--- src/hw/rtl/gbc_pkg.sv ---
// ----------------------------------------------------------------------------
// GOST block cipher package
// Types, S-box table and round function of the GOST 28147-89 cipher.
// ----------------------------------------------------------------------------
`timescale 1ns / 1ps

package gbc_pkg;

  localparam int ROUNDS      = 32;
  localparam int KEY_WORDS   = 8;
  localparam int WORD_W      = 32;
  localparam int KEY_IDX_W   = 4;
  localparam int SUBKEY_W    = 3;
  localparam int ROT_LEFT    = 11;

  typedef logic [KEY_WORDS-1:0][WORD_W-1:0] key_array_t;

  typedef struct packed {
    logic              valid;
    logic              mode;
    logic [WORD_W-1:0] a;
    logic [WORD_W-1:0] b;
  } stage_t;

  typedef logic [3:0] sbox_t [8][16];

  localparam sbox_t SBOX = '{
    '{4'h9, 4'h6, 4'h3, 4'h2, 4'h8, 4'hB, 4'h1, 4'h7,
      4'hA, 4'h4, 4'hE, 4'hF, 4'hC, 4'h0, 4'hD, 4'h5},
    '{4'h3, 4'h7, 4'hE, 4'h9, 4'h8, 4'hA, 4'hF, 4'h0,
      4'h5, 4'h2, 4'h6, 4'hC, 4'hB, 4'h4, 4'hD, 4'h1},
    '{4'hE, 4'h4, 4'h6, 4'h2, 4'hB, 4'h3, 4'hD, 4'h8,
      4'hC, 4'hF, 4'h5, 4'hA, 4'h0, 4'h7, 4'h1, 4'h9},
    '{4'hE, 4'h7, 4'hA, 4'hC, 4'hD, 4'h1, 4'h3, 4'h9,
      4'h0, 4'h2, 4'hB, 4'h4, 4'hF, 4'h8, 4'h5, 4'h6},
    '{4'hB, 4'h5, 4'h1, 4'h9, 4'h8, 4'hD, 4'hF, 4'h0,
      4'hE, 4'h4, 4'h2, 4'h3, 4'hC, 4'h7, 4'hA, 4'h6},
    '{4'h3, 4'hA, 4'hD, 4'hC, 4'h1, 4'h2, 4'h0, 4'hB,
      4'h7, 4'h5, 4'h9, 4'h4, 4'h8, 4'hF, 4'hE, 4'h6},
    '{4'h1, 4'hD, 4'h2, 4'h9, 4'h7, 4'hA, 4'h6, 4'h0,
      4'h8, 4'hC, 4'h4, 4'h5, 4'hF, 4'h3, 4'hB, 4'hE},
    '{4'hB, 4'hA, 4'hF, 4'h5, 4'h0, 4'hC, 4'hE, 4'h8,
      4'h6, 4'h2, 4'h3, 4'h9, 4'h1, 4'h7, 4'hD, 4'h4}
  };

  function automatic logic [SUBKEY_W-1:0] subkey_index(input int r, input int rounds,
                                                       input logic decrypt);
    logic [SUBKEY_W-1:0] pos;
    logic                fwd;
    pos = SUBKEY_W'(r);
    fwd = decrypt ? (r < KEY_WORDS) : (r < rounds - KEY_WORDS);
    return fwd ? pos : ~pos;
  endfunction

  function automatic logic [WORD_W-1:0] round_fn(input logic [WORD_W-1:0] sum);
    logic [WORD_W-1:0] subst;
    for (int n = 0; n < 8; n++) begin
      subst[4*n +: 4] = SBOX[n][sum[4*n +: 4]];
    end
    return {subst[WORD_W-ROT_LEFT-1:0], subst[WORD_W-1:WORD_W-ROT_LEFT]};
  endfunction

endpackage

--- src/hw/rtl/gbc_keys.sv ---
// ----------------------------------------------------------------------------
// GOST block cipher key file
// Eight 32-bit subkey registers written through the configuration port.
// ----------------------------------------------------------------------------
`timescale 1ns / 1ps

module gbc_keys (
  input  logic                          clk,
  input  logic                          rst,
  input  logic                          wr_en,
  input  logic [gbc_pkg::KEY_IDX_W-1:0] wr_index,
  input  logic [gbc_pkg::WORD_W-1:0]    wr_data,
  output gbc_pkg::key_array_t           keys
);

  always_ff @(posedge clk) begin
    if (rst) begin
      keys <= '0;
    end else if (wr_en && !wr_index[gbc_pkg::KEY_IDX_W-1]) begin
      keys[wr_index[gbc_pkg::SUBKEY_W-1:0]] <= wr_data;
    end
  end

endmodule

--- config.mk ---
export PLATFORM = sky130hd
export DESIGN_NAME = gbc_keys
export DESIGN_NICKNAME = d
export VERILOG_FILES = /design/src/hw/rtl/gbc_pkg.sv /design/src/hw/rtl/gbc_keys.sv
export SDC_FILE = /design/constraint.sdc
export NUM_CORES = 1
export LEC_CHECK = 0
export ABC_AREA = 1
export BUFFER_PORTS_ARGS = -buffer_cell sky130_fd_sc_hd__clkbuf_2
export CELL_PAD_IN_SITES_DETAIL_PLACEMENT = 1
export CELL_PAD_IN_SITES_GLOBAL_PLACEMENT = 1
export CORE_ASPECT_RATIO = 0.6
export CORE_MARGIN = 2
export CORE_UTILIZATION = 36
export CTS_CLUSTER_DIAMETER = 80
export DETAILED_ROUTE_END_ITERATION = 10
export GPL_ROUTABILITY_DRIVEN = 0
export PLACE_DENSITY_LB_ADDON = 0.1
export SYNTH_ARGS = -nofsm -noshare
export SYNTH_HDL_FRONTEND = slang
export SYNTH_SLANG_ARGS = --single-unit
--- constraint.sdc ---
create_clock -name clk -period 1.6 [get_ports clk]
set_input_delay 0.32 -clock clk [delete_from_list [all_inputs] [get_ports clk]]
set_output_delay 0.32 -clock clk [all_outputs]
set_load 0.02 [all_outputs]
Yosys cells after proc, flatten, opt, wreduce, memory -nomap -nowiden
Index checks and enable logic that the tools add are counted.
- magnitude comparators: 2
- multiplexer cells: 3
- reduce and logical (&&, ||, !) cells: 3
- operators by type and width (kind ; number):
    $bwmux W256 ; 1
    $demux W32 S3 ; 1
    $mux W32 ; 1
    $lt A3 B4 Y1 const B ; 1
    $ge A3 B1 Y1 const B ; 1
    $logic_and A1 B1 Y1 ; 2
    $logic_not A1 Y1 ; 1
- register bits after elaboration: 256
- input bits: 39
- output and inout bits: 256
- logic and storage cells: 16

Depth between registers and ports, before layout
Gate-level depths: netlist (run 1).
- depth after elaboration: 5
- gate-level depth with buffers: 8
- mapped depth without buffers: 6

Worst setup path before layout (run 1)
Ideal clock, no wire load.
- path kind: input to register
- start point: in wr_index[3] (netlist name)
- end point: reg keys[0] (netlist name)
- library setup time: 0.113 ns
- data arrival time: 1.173 ns
- data required time: 1.487 ns
- setup slack: 0.314 ns
- cell stages on the path: 8
- path buffers: 2
- cells stage by stage: inv_1 nand2_1 nor2_2 buf_2 buf_4 nand3_1 nand2_1 nor2_1
- cells in the longest elaborated chain, start to end: 2
- ends and longest elaborated chain (element ; line ; RTL):
    start: declaration ; gbc_keys.sv:11 ; input logic [gbc_pkg::KEY_IDX_W-1:0] wr_index,
    $logic_not A1 Y1 ; gbc_keys.sv:19 ; end else if (wr_en && !wr_index[gbc_pkg::KEY_IDX_W-1]) begin
    $logic_and A1 B1 Y1 ; gbc_keys.sv:19 ;
    end signal: indexed assignment ; gbc_keys.sv:20 ; keys[wr_index[gbc_pkg::SUBKEY_W-1:0]] <= wr_data;
    end: declaration ; gbc_keys.sv:13 ; output gbc_pkg::key_array_t keys
Every way passes these cells.
A chain may end at the register's enable or synchronous reset.

Worst setup path after layout (run 1)
- start point: reg keys[86] (netlist name)
- end point: out keys[86] (netlist name)
No word-level cell between the ends.

==> flow_metrics.tcl, run 1 <==
set metrics [dict create \
    regMostFlops "keys" \
    detail_route.iter0.violations 695 \
    min_period_ps 1480 \
    drtAntennaViolNets 0 \
    clock_latency_ps 530 \
    fin_tns_setup_ps 0 \
    die_area_um2 28900 \
    die_w_um 218 \
    cpMaxStageDelayCell "dfxtp_1" \
    hp-class "input pin to flip-flop" \
    stdcell_area_um2 12800 \
    syn_inst 1426 \
    drt_pass1_iterations 5 \
    syn_to_final_growth_pct 29.4 \
    r2r_slack_ps 940 \
    crit_chain "clkbuf_2" \
    hold_violations 0 \
    p_per_area_nw_per_um2 1110 \
    status "finished clean" \
    critPathRequiredTime_ps 1280 \
    rows 46 \
    place_inst 2022 \
    overflow 0 \
    cts_hold_buffers 0 \
    grt_pass1_wl_mm 55.1 \
    period_share_pct 92.7 \
    cts_buffer_depth 3 \
    fill_cells 3488 \
    synth_cell_type_count 13 \
    cap_viol_max_count 0 \
    clk_pin_slew_ps 70 \
    cts_made_buffers 26 \
    drt-total-wl_mm 35.9 \
    synth_nets 1465 \
    antenna_cells 0 \
    drive_gt1_share_pct 22.2 \
    root_buffer "clkbuf_16" \
    core_um2 26700 \
    drc_errors 0 \
    cts_tree "built" \
    ios 295 \
    crit_type "flip-flop to primary output" \
    io_buffers 294 \
    fin_skew_ps 0 \
    wl_per_cell_um 17.4 \
    crit_arrival_ps 1160 \
    critPathMaxStageDelay_ps 420 \
    cts_setup_buffers 0 \
    drv_slew 0 \
    cellLeakagePower_nw 6.12 \
    hpwl_mm 25.7 \
    grt_max_degree 48 \
    rsz0062_at_grt "false" \
    worst_pin_slew_ps 665 \
    critPathLaunchType "flip-flop" \
    antenna_found_initial 0 \
    ctsHtreeMaxLevel 1 \
    critPathTopFamily "flip-flops" \
    grt_pass1_vias 9264 \
    setup_violations 0 \
    place_area_um2 11900 \
    max_slew_margin_pct 55.6 \
    final_cells 2068 \
    holdWs_ps 205 \
    timing.fmax_mhz 674 \
    die-height_um 132 \
    crit_fanout 2 \
    final_core_util_pct 47.9 \
    cts.sinks 256 \
    viasPerCell 4.74 \
    irDropWorstVdd_mv 0.570 \
    reg_top3 "keys: 256 flops" \
    via_count 9794 \
    start_util_pct 37.0 \
    grt_use_total_pct 24.6 \
    ys_seq_area_share_pct 51.8 \
    ys_ff_latch 256 \
    ys_warn_count 0 \
    nets 1729 \
    synth_area_per_cell_um2 6.94 \
    cts_resized 0 \
    largest_reg_flops 256 \
    cp-end-kind "primary output" \
    synth_area_um2 9890 \
    path_buf_inv 1 \
]
-- logic make-up (layout without fill, tap and decap cells) --
logic type             count (synthesis)  count (layout)  share of synthesized area (%)
and+or+nand+nor                     1041            1041                           42.0
buffers and inverters                129             411                           6.19
DFF                                  256             256                           51.8
-- routing by layer --
layer  vias to the layer above  wire (um)  track usage [%]
met2                       231      15100             36.0
met3                        41       2030             4.20
met5                         -          0                0
met4                         0        535             4.01
li1                       4851          -                -
met1                      4671      18200             37.9
-- layout make-up --
class	instances	area (um2)	share of cell area [%]
clock buffer	40	815	6.37
clock inverter	6	57.6	0.450
inverter	40	158	1.23
sequential	256	5120	40.1
tap	360	450	3.52
multi-input combinational	1041	4170	32.6
timing repair buffer	325	2020	15.8
-- final timing paths --
path                                start         to  cells after the start
worst min-delay path                  rst   keys[92]                      4
worst min register to register  keys[211]  keys[211]                      2
worst max-delay path             keys[86]   keys[86]                      1
worst max register to register   keys[86]   keys[86]                      2
-- synthesized netlist by cell type --
cell type    n  area (um2)
nand2_1    389        1460
nor2_8       4        80.1
nand3_1    128         641
buf_2       18        90.1
dfxtp_1    256        5120
buf_1        6        22.5
clkbuf_1    37         139
nand3b_1     1        7.51
nor2_2       1        6.26
inv_1       40         150
nand3_4      1        17.5
buf_4       28         210
nor2_1     517        1940
-- layout by cell type, fill, tap and decap left out --
cell,Yosys,final
nor2_4,0,1
nor2_2,1,5
inv_8,0,1
clkinv_2,0,4
nand3_1,128,128
nand3b_1,1,1
clkbuf_8,0,9
clkbuf_1,37,4
clkbuf_16,0,27
clkinvlp_4,0,1
bufinv_16,0,1
clkbuf_2,0,294
buf_12,0,25
inv_1,40,39
nor2_1,517,512
nand2_1,389,389
dfxtp_1,256,256
buf_4,28,6
nor2_8,4,4
nand3_4,1,1
-- stage by stage --
stage               power (mW)  setup slack [ps]
global placement          8.04               112
finish                    14.2               117
CTS                       14.3              99.2
detailed placement        8.07              84.6
floorplan                 7.52               314
global route              14.7              74.5
-- where the power goes --
part / switching, mW / internal, mW / total [mW] / leakage (nW)
clock: 2.61 / 3.65 / 6.25 / 0.432
sequential: 0.0873 / 6.51 / 6.60 / 2.07
combinational: 0.922 / 0.396 / 1.32 / 3.62
Power figures use the tool's default switching activity.
==> run 2: changes to the inputs <==
--- a/config.mk
+++ b/config.mk
@@ -5,13 +5,12 @@
 export SDC_FILE = /design/constraint.sdc
 export NUM_CORES = 1
 export LEC_CHECK = 0
-export ABC_AREA = 1
 export BUFFER_PORTS_ARGS = -buffer_cell sky130_fd_sc_hd__clkbuf_2
 export CELL_PAD_IN_SITES_DETAIL_PLACEMENT = 1
 export CELL_PAD_IN_SITES_GLOBAL_PLACEMENT = 1
 export CORE_ASPECT_RATIO = 0.6
 export CORE_MARGIN = 2
-export CORE_UTILIZATION = 36
+export CORE_UTILIZATION = 40
 export CTS_CLUSTER_DIAMETER = 80
 export DETAILED_ROUTE_END_ITERATION = 10
 export GPL_ROUTABILITY_DRIVEN = 0
==> flow_metrics.tcl, run 2 <==
set metrics [dict create \
    clk_pin_slew_ps 60 \
    cts_buffer_depth 3 \
    cts.sinks 256 \
    hold_violations 0 \
    cts_tree "built" \
    synth_cell_type_count 16 \
    crit_chain "clkbuf_2" \
    drt-total-wl_mm 29.6 \
    crit_type "flip-flop to primary output" \
    regMostFlops "keys" \
    syn_to_final_growth_pct 27.1 \
    synth_ff_type "dfxtp_1" \
    nets 1216 \
    fin_skew_ps 0 \
    critPathRequiredTime_ps 1280 \
    overflow 0 \
    min_period_ps 1420 \
    timing.fmax_mhz 705 \
    hp-class "input pin to flip-flop" \
    synth_area_um2 10000 \
    wl_per_cell_um 19.5 \
    comb_power_share_pct 6.5 \
    die_w_um 208 \
    clock_latency_ps 510 \
    crit_fanout 2 \
    power_frac_seq_pct 50.0 \
    layout_commonest_cell "clkbuf_2" \
    power_mw 13.0 \
    path_buf_inv 1 \
    grt_use_total_pct 22.2 \
    hpwl_mm 21.1 \
    status "finished clean" \
    ios 295 \
    switchingPower_mw 2.96 \
    cp-end-kind "primary output" \
    io_buffers 294 \
    critPathMaxStageDelay_ps 390 \
    max_slew_margin_pct 71.0 \
    die_area_um2 26400 \
    synth_top_area_cell "dfxtp_1" \
    drive_gt1_share_pct 31.8 \
    synth_edf_count 0 \
    synth_nets 944 \
    crit_arrival_ps 1100 \
    ys_warn_count 0 \
    p_per_area_nw_per_um2 1020 \
    core_um2 24400 \
    start_util_pct 41.1 \
    synth_top_area_share_pct 51.1 \
    ys_seq_area_share_pct 51.1 \
    synth.most_common_cell "nand2b_1" \
    critPathLaunchType "flip-flop" \
    holdWs_ps 91.3 \
    detail_route.iter0.violations 240 \
    setup_violations 0 \
    grt_pass1_vias 7636 \
    synth_common_cells "nand2b_1 (288), dfxtp_1 (256), mux2i_1 (256)" \
    layout_common_cells "clkbuf_2 (293), nand2b_1 (288), mux2i_1 (256), dfxtp_1 (256), buf_4 (27)" \
    reg_top3 "keys: 256 flops" \
    intPower_mw 10.0 \
    ys_ff_latch 256 \
    root_buffer "clkbuf_16" \
    cpMaxStageDelayCell "dfxtp_1" \
    largest_reg_flops 256 \
    rows 44 \
    period_share_pct 88.7 \
    drv_slew 0 \
    final_core_util_pct 52.2 \
    worst_pin_slew_ps 435 \
    synth_area_per_cell_um2 11.1 \
    fin_tns_setup_ps 0 \
    antenna_cells 0 \
    irDropWorstVdd_mv 0.661 \
    syn_inst 905 \
    cts_made_buffers 25 \
    drc_errors 0 \
    cts_setup_buffers 0 \
    viasPerCell 4.80 \
    rsz0062_at_grt "false" \
    cts_resized 0 \
    critPathTopFamily "flip-flops" \
    drtAntennaViolNets 0 \
    via_count 7265 \
    ctsHtreeMaxLevel 1 \
    cellLeakagePower_nw 6.75 \
    async_flop_share_pct 0 \
    drt_pass1_iterations 4 \
    grt_max_degree 32 \
    antenna_found_initial 0 \
    die-height_um 127 \
    cts_hold_buffers 0 \
    cap_viol_max_count 0 \
    p_sw_share_pct 22.8 \
    pwr-share-clk_pct 43.5 \
    yosys-top-cells-area "dfxtp_1 (51%), mux2i_1 (26%), nand2b_1 (18%), clkbuf_1 (2.0%), buf_2 (0.80%)" \
    grt_pass1_wl_mm 45.8 \
]
[run 2: changes by cell type in the layout (fill, tap and decap cells not counted), moves of 39 or more]
cell / before / now
nand2_1: 389 / 2
inv_1: 39 / 0
mux2i_1: 0 / 256
nand2b_1: 0 / 288
nand3_1: 128 / 0
nor2_1: 512 / 1
[run 2: final timing paths]
check / startpoint / endpoint / slack, ps / depth (start not counted)
worst max-delay path: keys[232] / keys[232] / 180 / 1
worst min-delay path: wr_data[7] / keys[231] / 90 / 3
worst max register to register: keys[232] / keys[232] / 940 / 2
worst min register to register: keys[223] / keys[223] / 470 / 2
[run 2: layer usage]
layer,global-route usage (%),vias up,routed length [um]
met5,0,-,0
met4,3.55,0,414
met3,6.51,28,1970
met2,35.5,156,13200
met1,30.2,3597,14000
li1,-,3484,-
[run 2: power by group through the flow]
stage / Sequential (mW) / Combinational [mW] / Clock, mW
2_1_floorplan: 6.74 / 0.428 / 0
5_1_grt: 6.51 / 0.908 / 6.08
4_1_cts: 6.50 / 0.860 / 5.82
6_report: 6.50 / 0.847 / 5.65
3_3_place_gp: 6.64 / 0.846 / 0
3_5_place_dp: 6.64 / 0.855 / 0
[run 2: final cells by class]
class | count | area, um2
fill | 2681 | 11700
sequential | 256 | 5120
multi-input combinational | 559 | 4470
timing repair buffer | 335 | 1960
clock buffer | 38 | 754
tap | 322 | 403
clock inverter | 4 | 23.8
[run 2: cell families (layout without fill, tap and decap cells)]
logic type	count (synthesis)	count (layout)	synth area share (%)
simple gates	303	303	18.9
flops	256	256	51.1
mux	256	256	25.6
buf+inv	90	377	4.39
[run 2: stage by stage]
stage | instance area [um2] | setup WS [ps] | instances
finish | 12700 | 181 | 1514
global route | 12700 | 145 | 1514
CTS | 12700 | 151 | 1514
detailed placement | 12000 | 78.2 | 1472
global placement | 12000 | 129 | 1472
floorplan | 10000 | 334 | 905
