==> src/hw/rtl/gbc_pkg.sv <==
// ----------------------------------------------------------------------------
// GOST block cipher package
// Types, S-box table and round function of the GOST 28147-89 cipher.
// ----------------------------------------------------------------------------
`timescale 1ns / 1ps

package gbc_pkg;

  localparam int ROUNDS      = 32;
  localparam int KEY_WORDS   = 8;
  localparam int WORD_W      = 32;
  localparam int KEY_IDX_W   = 4;
  localparam int SUBKEY_W    = 3;
  localparam int ROT_LEFT    = 11;

  typedef logic [KEY_WORDS-1:0][WORD_W-1:0] key_array_t;

  typedef struct packed {
    logic              valid;
    logic              mode;
    logic [WORD_W-1:0] a;
    logic [WORD_W-1:0] b;
  } stage_t;

  typedef logic [3:0] sbox_t [8][16];

  localparam sbox_t SBOX = '{
    '{4'h9, 4'h6, 4'h3, 4'h2, 4'h8, 4'hB, 4'h1, 4'h7,
      4'hA, 4'h4, 4'hE, 4'hF, 4'hC, 4'h0, 4'hD, 4'h5},
    '{4'h3, 4'h7, 4'hE, 4'h9, 4'h8, 4'hA, 4'hF, 4'h0,
      4'h5, 4'h2, 4'h6, 4'hC, 4'hB, 4'h4, 4'hD, 4'h1},
    '{4'hE, 4'h4, 4'h6, 4'h2, 4'hB, 4'h3, 4'hD, 4'h8,
      4'hC, 4'hF, 4'h5, 4'hA, 4'h0, 4'h7, 4'h1, 4'h9},
    '{4'hE, 4'h7, 4'hA, 4'hC, 4'hD, 4'h1, 4'h3, 4'h9,
      4'h0, 4'h2, 4'hB, 4'h4, 4'hF, 4'h8, 4'h5, 4'h6},
    '{4'hB, 4'h5, 4'h1, 4'h9, 4'h8, 4'hD, 4'hF, 4'h0,
      4'hE, 4'h4, 4'h2, 4'h3, 4'hC, 4'h7, 4'hA, 4'h6},
    '{4'h3, 4'hA, 4'hD, 4'hC, 4'h1, 4'h2, 4'h0, 4'hB,
      4'h7, 4'h5, 4'h9, 4'h4, 4'h8, 4'hF, 4'hE, 4'h6},
    '{4'h1, 4'hD, 4'h2, 4'h9, 4'h7, 4'hA, 4'h6, 4'h0,
      4'h8, 4'hC, 4'h4, 4'h5, 4'hF, 4'h3, 4'hB, 4'hE},
    '{4'hB, 4'hA, 4'hF, 4'h5, 4'h0, 4'hC, 4'hE, 4'h8,
      4'h6, 4'h2, 4'h3, 4'h9, 4'h1, 4'h7, 4'hD, 4'h4}
  };

  function automatic logic [SUBKEY_W-1:0] subkey_index(input int r, input int rounds,
                                                       input logic decrypt);
    logic [SUBKEY_W-1:0] pos;
    logic                fwd;
    pos = SUBKEY_W'(r);
    fwd = decrypt ? (r < KEY_WORDS) : (r < rounds - KEY_WORDS);
    return fwd ? pos : ~pos;
  endfunction

  function automatic logic [WORD_W-1:0] round_fn(input logic [WORD_W-1:0] sum);
    logic [WORD_W-1:0] subst;
    for (int n = 0; n < 8; n++) begin
      subst[4*n +: 4] = SBOX[n][sum[4*n +: 4]];
    end
    return {subst[WORD_W-ROT_LEFT-1:0], subst[WORD_W-1:WORD_W-ROT_LEFT]};
  endfunction

endpackage

==> src/hw/rtl/gbc_round.sv <==
// ----------------------------------------------------------------------------
// GOST block cipher round stage
// One registered Feistel round with its subkey chosen by direction.
// ----------------------------------------------------------------------------
`timescale 1ns / 1ps

module gbc_round #(
  parameter int ROUND  = 0,
  parameter int ROUNDS = gbc_pkg::ROUNDS
) (
  input  logic                clk,
  input  logic                rst,
  input  gbc_pkg::key_array_t keys,
  input  gbc_pkg::stage_t     d,
  output gbc_pkg::stage_t     q
);

  localparam logic [gbc_pkg::SUBKEY_W-1:0] ENC_IDX = gbc_pkg::subkey_index(ROUND, ROUNDS, 1'b0);
  localparam logic [gbc_pkg::SUBKEY_W-1:0] DEC_IDX = gbc_pkg::subkey_index(ROUND, ROUNDS, 1'b1);

  logic [gbc_pkg::WORD_W-1:0] subkey;
  logic [gbc_pkg::WORD_W-1:0] sum;
  logic [gbc_pkg::WORD_W-1:0] a_next;

  always_comb begin
    subkey = d.mode ? keys[DEC_IDX] : keys[ENC_IDX];
    sum    = d.a + subkey;
    a_next = d.b ^ gbc_pkg::round_fn(sum);
  end

  always_ff @(posedge clk) begin
    if (rst) begin
      q.valid <= 1'b0;
    end else begin
      q.valid <= d.valid;
    end
    q.mode <= d.mode;
    q.a    <= a_next;
    q.b    <= d.a;
  end

endmodule

==> config.mk <==
export PLATFORM = sky130hd
export DESIGN_NAME = gbc_round
export DESIGN_NICKNAME = d
export VERILOG_FILES = /design/src/hw/rtl/gbc_pkg.sv /design/src/hw/rtl/gbc_round.sv
export SDC_FILE = /design/constraint.sdc
export NUM_CORES = 1
export LEC_CHECK = 0
export BUFFER_PORTS_ARGS = -buffer_cell sky130_fd_sc_hd__buf_4
export CORE_AREA = 2 2 150 152
export DETAILED_ROUTE_END_ITERATION = 16
export DIE_AREA = 0 0 152 154
export PLACE_DENSITY = 0.59
export SYNTH_ARGS = -nofsm -noshare
export SYNTH_HDL_FRONTEND = slang
export SYNTH_SLANG_ARGS = --single-unit
==> constraint.sdc <==
create_clock -name clk -period 3.73 [get_ports clk]
set_clock_uncertainty 0.05 [all_clocks]
set_input_delay 0.373 -clock clk [delete_from_list [all_inputs] [get_ports clk]]
set_output_delay 0.373 -clock clk [all_outputs]
set_load 0.05 [all_outputs]
==> Yosys cells after proc, flatten, opt, wreduce, memory -nomap -nowiden <==
Memory sizes are Yosys's and may differ from the RTL's.
Cells that the tools add are included.
{ "totals": {"output_inout_bits": 66, "n_memories": 8, "reg_bits": 66, "romBits": 512} }
{ "op_classes": {"bitwise": 9, "magnitude_cmp": 8, "addsub": 1, "n_mux": 16} }
{ "mem_list": {"columns": ["memory", "depth", "width", "rd", "rd_ports_with_merged_regs", "wr", "line_no", "text"], "rows": [
  ["(name not given)", 16, 4, 1, 0, 0, "gbc_pkg.sv:58", "subst[4*n +: 4] = SBOX[n][sum[4*n +: 4]];"],
  ["(name not given)", 16, 4, 1, 0, 0, "gbc_pkg.sv:58", null],
  ["(name not given)", 16, 4, 1, 0, 0, "gbc_pkg.sv:58", null],
  ["(name not given)", 16, 4, 1, 0, 0, "gbc_pkg.sv:58", null],
  ["(name not given)", 16, 4, 1, 0, 0, "gbc_pkg.sv:58", null],
  ["(name not given)", 16, 4, 1, 0, 0, "gbc_pkg.sv:58", null],
  ["2 more memories", null, null, null, null, null, null, null]
]} }
{ "op_table": {"columns": ["operator", "n"], "rows": [
  ["4-bit 2-to-1 mux", 16],
  ["5-bit >= comparator, second input constant", 8],
  ["4-bit inverter with 5-bit output", 8],
  ["32-bit adder", 1],
  ["32-bit bitwise XOR", 1]
]} }

==> Depth between registers and ports, before layout <==
Gate-level depths: netlist of run 1.
{ "depth": {"word_depth": 6, "depth_mapped": 15, "depth_no_buf": 15} }

==> Worst setup path after synthesis of run 1 <==
OpenSTA, ideal clock, no wires.
{ "synth_path": {"kind": "input port to flip-flop", "from": "in keys[0] in the netlist's numbering", "to": "reg q[37] in the netlist's numbering", "arrival_ns": 3.469, "path_stages": 14, "t_required_ns": 3.563, "setup_ns": 0.117, "setup_slack_ns": 0.093, "n_path_buf": 0, "path_cell_list": "ha_1 inv_1 fa_1 nand2b_1 a21o_1 a21oi_1 o21a_1 a41oi_1 xnor2_1 inv_1 ha_1 or2_2 mux4_2 xor2_1"} }
{ "synth_via": {"elab_chain_len": 6} }
{ "synth_lines": {"columns": ["item", "line_no", "text"], "rows": [
  ["start: declaration", "gbc_round.sv:13", "input gbc_pkg::key_array_t keys,"],
  ["32-bit adder", "gbc_round.sv:27", "sum = d.a + subkey;"],
  ["4-bit inverter with 5-bit output (implied by the code)", "gbc_pkg.sv:58", null],
  ["memory 16 x 4 bit", null, null],
  ["4-bit 2-to-1 mux (implied by the code) (2 in a row)", "gbc_pkg.sv:58", null],
  ["32-bit bitwise XOR", "gbc_round.sv:28", "a_next = d.b ^ gbc_pkg::round_fn(sum);"],
  ["via a_next, one bit", "gbc_round.sv:23", "logic [gbc_pkg::WORD_W-1:0] a_next;"],
  ["end: declaration", "gbc_round.sv:15", "output gbc_pkg::stage_t q"]
]} }
The timed path passes the listed nets, and every way through them passes these cells. The select of a mux whose other input is x is not followed.
A chain may end at the register's enable or synchronous reset.

==> Final worst setup path of run 1 <==
{ "layout_path": {"from": "in d[32] in the netlist's numbering", "to": "reg q[37] in the netlist's numbering"} }
{ "layout_via": {"elab_chain_len": 6} }
{ "layout_lines": {"columns": ["item", "line_no", "text"], "rows": [
  ["start: declaration", "gbc_round.sv:14", "input gbc_pkg::stage_t d,"],
  ["32-bit adder", "gbc_round.sv:27", null],
  ["4-bit inverter with 5-bit output (implied by the code)", "gbc_pkg.sv:58", null],
  ["memory 16 x 4 bit", null, null],
  ["4-bit 2-to-1 mux (implied by the code) (2 in a row)", "gbc_pkg.sv:58", null],
  ["32-bit bitwise XOR", "gbc_round.sv:28", null],
  ["via a_next, one bit", "gbc_round.sv:23", null]
]} }
The timed path passes the listed nets, and every way through them passes these cells. The select of a mux whose other input is x is not followed.

==> results of run 1 <==
[layer usage]
metal  part of all wire (%)  up-vias
met5                      0        -
met4                   0.86        0
met3                    9.6        9
met2                     39      129
met1                     50     1977
li1                       -     2217
[critical path: cells and delay by family]
family	cells	cell delay [ns]
compound gates	4	0.80
xor+xnor	2	0.40
fa+ha+maj	3	0.75
buf+inv	3	0.25
mux	1	0.48
simple gates	2	0.45
[final cells by class]
class	count	area share, %
inverters	34	1.86
repair buffers	191	20.9
clock inverters	6	1.02
clock buffers	10	3.49
flip-flops and latches	66	19.3
multi-input cells	404	48.3
well taps	280	5.11
[where the power goes]
part | switching [mW] | total, mW | internal, mW
Combinational | 1.42 | 2.25 | 0.835
Sequential | 0.0648 | 0.962 | 0.897
Clock | 0.358 | 0.902 | 0.543
[synth_stat cells, drive strengths merged (2+ instances only)]
cell	count
nand2	27
a31oi	6
mux4	5
a22oi	2
clkbuf	4
nand4b	2
nor3	7
o21a	4
a21o	9
dfxtp	66
o22ai	4
xnor2	43
nor2b	6
buf	4
nor3b	2
ha	66
mux2	2
a21boi	2
o21ai	24
a211oi	8
and3	7
a21oi	42
and2	6
a221o	2
mux2i	23
o211ai	8
and4	2
xor2	23
inv	34
o31ai	2
o21bai	3
nand3	8
nand2b	5
nor2	25
or2	5
a41oi	2
o221ai	3
a221oi	2
[what timing repair did]
action,4_1_cts,5_1_grt
hold buffers,0,0
resized for setup,0,1
setup endpoints to repair,0,1
[per-stage QoR]
step / power (mW) / instances / worst slack [ns]
floorplan: 2.52 / 512 / 0.0935
global placement: 3.22 / 975 / -0.0153
detailed placement: 3.23 / 975 / -0.0561
CTS: 4.16 / 991 / 0.310
global route: 4.38 / 991 / 0.176
finish: 4.12 / 991 / 0.419
[how the worst max path moves through the flow]
stage | start | to | slack, ns | cells past startpoint
finish | d[32] | q[37] | 0.42 | 15
detailed placement | d[34] | q[60] | -0.06 | 13
global placement | d[34] | q[60] | -0.02 | 13
global route | keys[5] | q[60] | 0.18 | 14
floorplan | keys[0] | q[37] | 0.09 | 14
CTS | d[34] | q[60] | 0.31 | 13
[logic make-up (layout without fill, tap and decap cells)]
logic type,after synthesis,after routing,share of synthesized area (%)
flip-flops,66,66,27.6
adder cells (fa/ha/maj),67,67,17.7
buffers and inverters,42,241,3.40
multiplexers,30,30,7.63
XOR/XNOR,66,66,13.1
AND/OR/NAND/NOR,105,105,11.1
AO/OA/AOI/OAI,136,136,19.5
[placed cells by master (no fill, tap or decap), drive strengths merged, types with 24 or more instances in the layout]
cell	instances
xnor2	43
dfxtp	66
buf	191
a21oi	42
inv	37
nor2	25
o21ai	24
ha	66
nand2	27
==> results_dict.tcl, run 1 <==
set metrics [dict create \
    grt_util_met3_pct 6.37 \
    yosysSeqAreaShare_pct 27.6 \
    drt_iter0_drc 221 \
    track_usage_pct 13.6 \
    finalHoldViolCount 0 \
    power.leakage_nw 3.24 \
    grt_setup_unrepaired "false" \
    coreArea_um2 21700 \
    via_per_inst 4.37 \
    place_congestion 0.862 \
    synth.area.top_cells "dfxtp_1 28%, ha_1 17%, xnor2_1 7.1%, mux2i_1 4.8%, a21oi_1 4.3%" \
    cp.arrival_ns 3.49 \
    drive_above_1_share_pct 33.3 \
    hold_path.class "input port to register" \
    ys_ff_latch 66 \
    finalNetCount 1097 \
    io_pins 390 \
    relSlewSlack_pct 53.0 \
    met2_usage_pct 18.7 \
    fillerInstances 2249 \
    yosys.area.top_type "dfxtp_1" \
    placed_cell_area_um2 6540 \
    whs_path_depth 1 \
    post_cts_buffers 0 \
    max_freq_ghz 0.302 \
    tightest_slew_ns 0.701 \
    largest-register "q" \
    powerDensity_nw_per_um2 601 \
    die_area_um2 23400 \
    wirelength_mm 16.0 \
    synth_nets 903 \
    grt-ovfl-total 0 \
    finalCriticalPeriod_ns 3.31 \
    crit_path_start_kind "input port" \
    largest_reg_flops 66 \
    final_core_util_pct 31.6 \
    min_to "q[64]" \
    postSynthAreaPerCell_um2 9.35 \
    drtPass1Iterations 4 \
    largestRegisters "q (66)" \
    use_met1_pct 19.2 \
    dpl.hpwl_mm 13.3 \
    yosysWarnings 0 \
    ir_worst_vdd_uv 400 \
    crit_fanout 3 \
    fin_crit_sh_pct 88.8 \
    max_stage_delay_ns 0.48 \
    final.setup.tns_ns 0 \
    syn-cell-area_um2 4790 \
    start_util_pct 22.1 \
    synth-edff-count 0 \
    ys_async_sr_fraction_pct 0 \
    cts_buffers 9 \
    cts_tree "done" \
    clk_pin_slew_ns 0.06 \
    holdWs_ns 0.0880 \
    drc_errors 0 \
    register_area_um2 1320 \
    grt_start_max_net_pins 14 \
    via_count 4332 \
    multi_input_area_um2 3310 \
    area.growth.synth_to_final_pct 43.2 \
    criticalPathCategory "input port to register" \
    syn_inst 512 \
    wire_per_inst_um 16.1 \
    synthFlopType "dfxtp_1" \
    rows 54 \
    cts-root-buf "clkbuf_16" \
    endpoint_kind "register" \
    slew_viol_final 0 \
    antenna_found_initial 0 \
    worstHoldStart "d[64]" \
    busiest_layer "met1" \
    grt_first_pass_wirelength_mm 24.4 \
    drtAntennaViolNets 0 \
    clock_tree.htree_level_count 3 \
    grt_pass1_vias 4350 \
    design_area_um2 6850 \
    setup_viol 0 \
    numClockSinks 66 \
    yosysTopAreaCellShare_pct 27.6 \
    die_w_um 152 \
    clock_path_buffers 2 \
    synth_cell_type_count 68 \
    status "finished, final reports clean" \
    antenna_cells 0 \
    chipHeight_um 154 \
    required_ns 3.91 \
    io_buffer_count 165 \
    cp_slowest_cell "mux4_2" \
    drv_cap 0 \
    worstPathCellList "buf_4 > ha_1 > inv_1 > fa_1 > nand2b_1 > a21o_1 > a21oi_1 > o21a_1 > a41oi_1 > xnor2_1 > inv_1 > ha_1 > or2_2 > mux4_2 > xor2_1" \
]
No activity file was read; power rests on OpenSTA's default activity.
==> inputs of run 2 (changes only) <==
--- a/config.mk
+++ b/config.mk
@@ -9,7 +9,7 @@
 export CORE_AREA = 2 2 150 152
 export DETAILED_ROUTE_END_ITERATION = 16
 export DIE_AREA = 0 0 152 154
-export PLACE_DENSITY = 0.59
+export PLACE_DENSITY_LB_ADDON = 0.15
 export SYNTH_ARGS = -nofsm -noshare
 export SYNTH_HDL_FRONTEND = slang
 export SYNTH_SLANG_ARGS = --single-unit
==> run 2 against run 1 <==
Compared with the run above:
- sequential cell count is the same
- sequential share of layout area hardly changed
- hold slack got worse by 0.0096 ns
- final cell count is the same
- via count is 0.51% higher
- routed wire length is 1.5% lower
- critical path depth down 4
- non-clock buffer count did not move
- critical path type unchanged
- largest cell class unchanged
- highest routed layer unchanged
==> results_dict.tcl, run 2 (same netlist as run 1, synthesis figures left out) <==
set metrics [dict create \
    setup_viol 0 \
    antenna_found_initial 0 \
    slew_viol_final 0 \
    status "finished, final reports clean" \
    numClockSinks 66 \
    fillerInstances 2291 \
    cts_buffers 9 \
    grt_setup_unrepaired "false" \
    critical_path_buf_inv_count 1 \
    busiest_layer "met1" \
    ir_worst_vdd_uv 382 \
    crit_path_start_kind "input port" \
    crit_fanout 7 \
    dp_cells 975 \
    max_freq_ghz 0.300 \
    via_per_inst 4.39 \
    largest_reg_flops 66 \
    use_met1_pct 19.6 \
    met2_usage_pct 18.2 \
    fin_crit_sh_pct 89.4 \
    whs_path_depth 1 \
    max_stage_delay_ns 0.80 \
    largest-register "q" \
    coreArea_um2 21700 \
    relSlewSlack_pct 35.6 \
    wirelength_mm 15.7 \
    via_count 4354 \
    drtPass1Iterations 4 \
    cp_slowest_cell "o311ai_1" \
    die_w_um 152 \
    holdWs_ns 0.0785 \
    criticalPathCategory "input port to register" \
    hold_path.class "input port to register" \
    chipHeight_um 154 \
    powerDensity_nw_per_um2 607 \
    post_cts_buffers 0 \
    clock_path_buffers 2 \
    grt-ovfl-total 0 \
    drt_iter0_drc 205 \
    clk_pin_slew_ns 0.05 \
    endpoint_kind "register" \
    place_congestion 0.804 \
    ctsResizeCount 0 \
    grt_util_met3_pct 4.26 \
    finalCriticalPeriod_ns 3.34 \
    wire_per_inst_um 15.9 \
    most-common-layout-cells "191 x buf_4, 66 x ha_1, 66 x dfxtp_1" \
    required_ns 3.91 \
    grt_pass1_vias 4482 \
    path_delay_family "compound AO/OA/AOI/OAI gates" \
    start_util_pct 22.1 \
    tightest_slew_ns 0.951 \
    clock_tree.htree_level_count 3 \
    finalHoldViolCount 0 \
    layout_commonest_cell "buf_4" \
    grt_first_pass_wirelength_mm 24.1 \
    die_area_um2 23400 \
    drive_above_1_share_pct 32.8 \
    track_usage_pct 13.4 \
    grt_start_max_net_pins 12 \
    final.setup.tns_ns 0 \
    min_to "q[64]" \
    area.growth.synth_to_final_pct 43.1 \
    io_pins 390 \
    worstHoldStart "d[64]" \
    drtAntennaViolNets 0 \
    cts_tree "done" \
    cts-root-buf "clkbuf_16" \
    rows 54 \
    io_buffer_count 165 \
    antenna_cells 0 \
    finalNetCount 1097 \
    largestRegisters "q (66)" \
    worstPathCellList "buf_4 > ha_1 > o211ai_1 > o211ai_1 > a21boi_1 > o21ai_1 > a31oi_1 > o311ai_1 > ha_1 > mux4_2 > xnor2_1" \
    dpl.hpwl_mm 13.0 \
    final_cells 991 \
    drc_errors 0 \
    cp.arrival_ns 3.52 \
    power.leakage_nw 3.23 \
    cts_hold_buf 0 \
    drv_cap 0 \
]
[run 2: per-stage QoR]
| step | utilization [%] | setup slack (ns) | instance area (um^2) | power [mW] |
|---|---|---|---|---|
| floorplan | - | 0.0935 | 4790 | 2.52 |
| global placement | 30.1 | 0.000622 | 6540 | 3.21 |
| detailed placement | 30.1 | -0.0335 | 6540 | 3.23 |
| CTS | 31.6 | 0.348 | 6850 | 4.21 |
| global route | 31.6 | 0.0297 | 6850 | 4.40 |
| finish | 31.6 | 0.395 | 6850 | 4.15 |
[run 2: layer usage]
metal  wire length, um  up-vias
li1                  -     2219
met1              8320     1989
met2              6100      129
met3              1050       17
met4               241        0
met5                 0        -
[run 2: power by group]
group	internal [mW]	switching, mW	total [mW]
Clock	0.588	0.347	0.935
Combinational	0.836	1.40	2.24
Sequential	0.897	0.0832	0.980
[run 2: final cells by class]
class	count	area (um^2)	share of cell area, %
timing repair buffer	191	1430	20.9
clock inverter	4	76.3	1.11
tap	280	350	5.12
multi-input combinational	404	3300	48.2
sequential	66	1320	19.3
clock buffer	12	236	3.45
inverter	34	128	1.86
[run 2: worst max path at each step]
stage / endpoint / startpoint / cells after the start
2_1_floorplan: q[37] / keys[0] / 14
3_3_place_gp: q[62] / d[36] / 11
3_5_place_dp: q[62] / d[36] / 11
4_1_cts: q[62] / d[36] / 11
5_1_grt: q[61] / d[36] / 14
6_report: q[62] / keys[4] / 11
==> inputs of run 3 (changes only) <==
--- a/config.mk
+++ b/config.mk
@@ -5,6 +5,7 @@
 export SDC_FILE = /design/constraint.sdc
 export NUM_CORES = 1
 export LEC_CHECK = 0
+export ABC_AREA = 1
 export BUFFER_PORTS_ARGS = -buffer_cell sky130_fd_sc_hd__buf_4
 export CORE_AREA = 2 2 150 152
 export DETAILED_ROUTE_END_ITERATION = 16
==> run 3 against run 2 <==
Compared with the run above:
- first-iteration DRC count grew 7.8%
- area after synthesis grew 20%
- utilization grew 3.5 points
- final cell count grew 42%
- power shrank 9.2%
==> results_dict.tcl, run 3 <==
set metrics [dict create \
    antenna_found_initial 1 \
    drtPass1Iterations 7 \
    slew_viol_final 0 \
    cts_hold_buf 0 \
    synth-edff-count 0 \
    via_count 5991 \
    relSlewSlack_pct 64.6 \
    finalWorstSetupSlack_ns 0.817 \
    final_core_util_pct 35.1 \
    ctsResizeCount 0 \
    synthFlopType "dfxtp_1" \
    grt_start_max_net_pins 15 \
    finalCriticalPeriod_ns 2.91 \
    antenna_cells 0 \
    hold_path.class "input port to register" \
    largestRegisters "q (66)" \
    drtAntennaViolNets 0 \
    pre_cts_ws_ns 0.470 \
    final.setup.tns_ns 0 \
    synth_common_cells "404 x nand2_1, 175 x inv_1, 73 x nand3_1" \
    ir_worst_vdd_uv 372 \
    crit_fanout 4 \
    synth_nets 1343 \
    cts-root-buf "clkbuf_16" \
    wire_per_inst_um 13.9 \
    power.leakage_nw 4.50 \
    post_cts_buffers 0 \
    synth.area.top_cells "nand2_1 27%, dfxtp_1 23%, ha_1 14%, inv_1 11%, nand3_1 6.4%" \
    yosysWarnings 0 \
    grt_pass1_vias 5666 \
    dpl.hpwl_mm 16.7 \
    holdWs_ns 0.0739 \
    fin_crit_sh_pct 78.1 \
    yosys.area.top_type "nand2_1" \
    cp.arrival_ns 3.05 \
    clock_path_buffers 2 \
    ys_async_sr_fraction_pct 0 \
    cts_buffers 9 \
    syn_inst 952 \
    largest-register "q" \
    largest_reg_flops 66 \
    most-common-layout-cells "404 x nand2_1, 175 x inv_1, 165 x buf_4" \
    chipHeight_um 154 \
    die_area_um2 23400 \
    finalHoldViolCount 0 \
    place_congestion 0.878 \
    drc_errors 0 \
    yosysMostFrequentCell "nand2_1" \
    endpoint_kind "register" \
    max_freq_ghz 0.343 \
    grt-ovfl-total 0 \
    drive_above_1_share_pct 17.2 \
    rows 54 \
    postSynthAreaPerCell_um2 6.01 \
    numClockSinks 66 \
    grt_first_pass_wirelength_mm 30.1 \
    syn-cell-area_um2 5720 \
    cts_tree "done" \
    required_ns 3.86 \
    die_w_um 152 \
    wirelength_mm 19.6 \
    synth_cell_type_count 25 \
    yosysSeqAreaShare_pct 23.1 \
    via_per_inst 4.24 \
    tightest_slew_ns 0.528 \
    powerDensity_nw_per_um2 496 \
    criticalPathCategory "input port to register" \
    coreArea_um2 21700 \
    setup_viol 0 \
    clock_tree.htree_level_count 3 \
    layout_commonest_cell "nand2_1" \
    clk_pin_slew_ns 0.07 \
    io_pins 390 \
    io_buffer_count 165 \
    drv_cap 0 \
    track_usage_pct 16.7 \
    status "finished, final reports clean" \
    crit_path_start_kind "input port" \
    start_util_pct 26.4 \
    finalNetCount 1518 \
    grt_setup_unrepaired "false" \
    drt_iter0_drc 221 \
    yosysTopAreaCellShare_pct 26.5 \
    area.growth.synth_to_final_pct 33.0 \
    ys_ff_latch 66 \
    p_total_mw 3.77 \
]
run 3: cell families (layout without fill, tap and decap cells):
family | count (synthesis) | count (layout) | synth area share [%]
simple gates | 564 | 564 | 40.7
xor+xnor | 26 | 26 | 4.50
fa+ha+maj | 67 | 67 | 14.8
flops | 66 | 66 | 23.1
buf+inv | 176 | 356 | 11.6
compound gates | 53 | 53 | 5.36
run 3: through the flow:
step / std cells / cell area, um^2
after CTS: 1412 / 7610
after floorplan: 952 / 5720
final: 1412 / 7610
after global placement: 1396 / 7300
after detailed placement: 1396 / 7300
after global routing: 1412 / 7610
run 3: final timing paths:
kind,start,to,cells past startpoint
worst max-delay path,d[32],q[55],16
worst min-delay path,d[64],q[64],1
run 3: cell type report:
| class | instances | area [um^2] |
|---|---|---|
| Clock inverter | 7 | 83.8 |
| Multi-Input combinational cell | 710 | 3740 |
| Sequential cell | 66 | 1320 |
| Fill cell | 2400 | 14100 |
| Timing Repair Buffer | 165 | 1240 |
| Inverter | 175 | 657 |
| Clock buffer | 9 | 225 |
| Tap cell | 280 | 350 |
run 3: power breakdown:
| part | switching [mW] | internal, mW |
|---|---|---|
| Clock | 0.384 | 0.531 |
| Sequential | 0.0577 | 0.851 |
| Combinational | 1.34 | 0.614 |
| Total | 1.78 | 2.00 |
run 3: worst max-delay path: stages:
cell	delay (ns)
buf_4	0.09
ha_1	0.20
inv_1	0.07
fa_1	0.41
inv_1	0.12
nand3_1	0.09
nand2_2	0.13
nand2_1	0.08
nand2_2	0.12
nand2_1	0.07
nand2_1	0.16
xor2_1	0.31
ha_1	0.23
nand3b_1	0.11
nand2_1	0.06
xnor2_1	0.43
run 3: per-layer routing:
layer | track usage, % | vias up | part of all wire (%)
li1 | - | 3258 | -
met1 | 24.9 | 2557 | 53
met2 | 22.7 | 164 | 37
met3 | 5.58 | 12 | 8.7
met4 | 3.87 | 0 | 0.96
met5 | 0 | - | 0
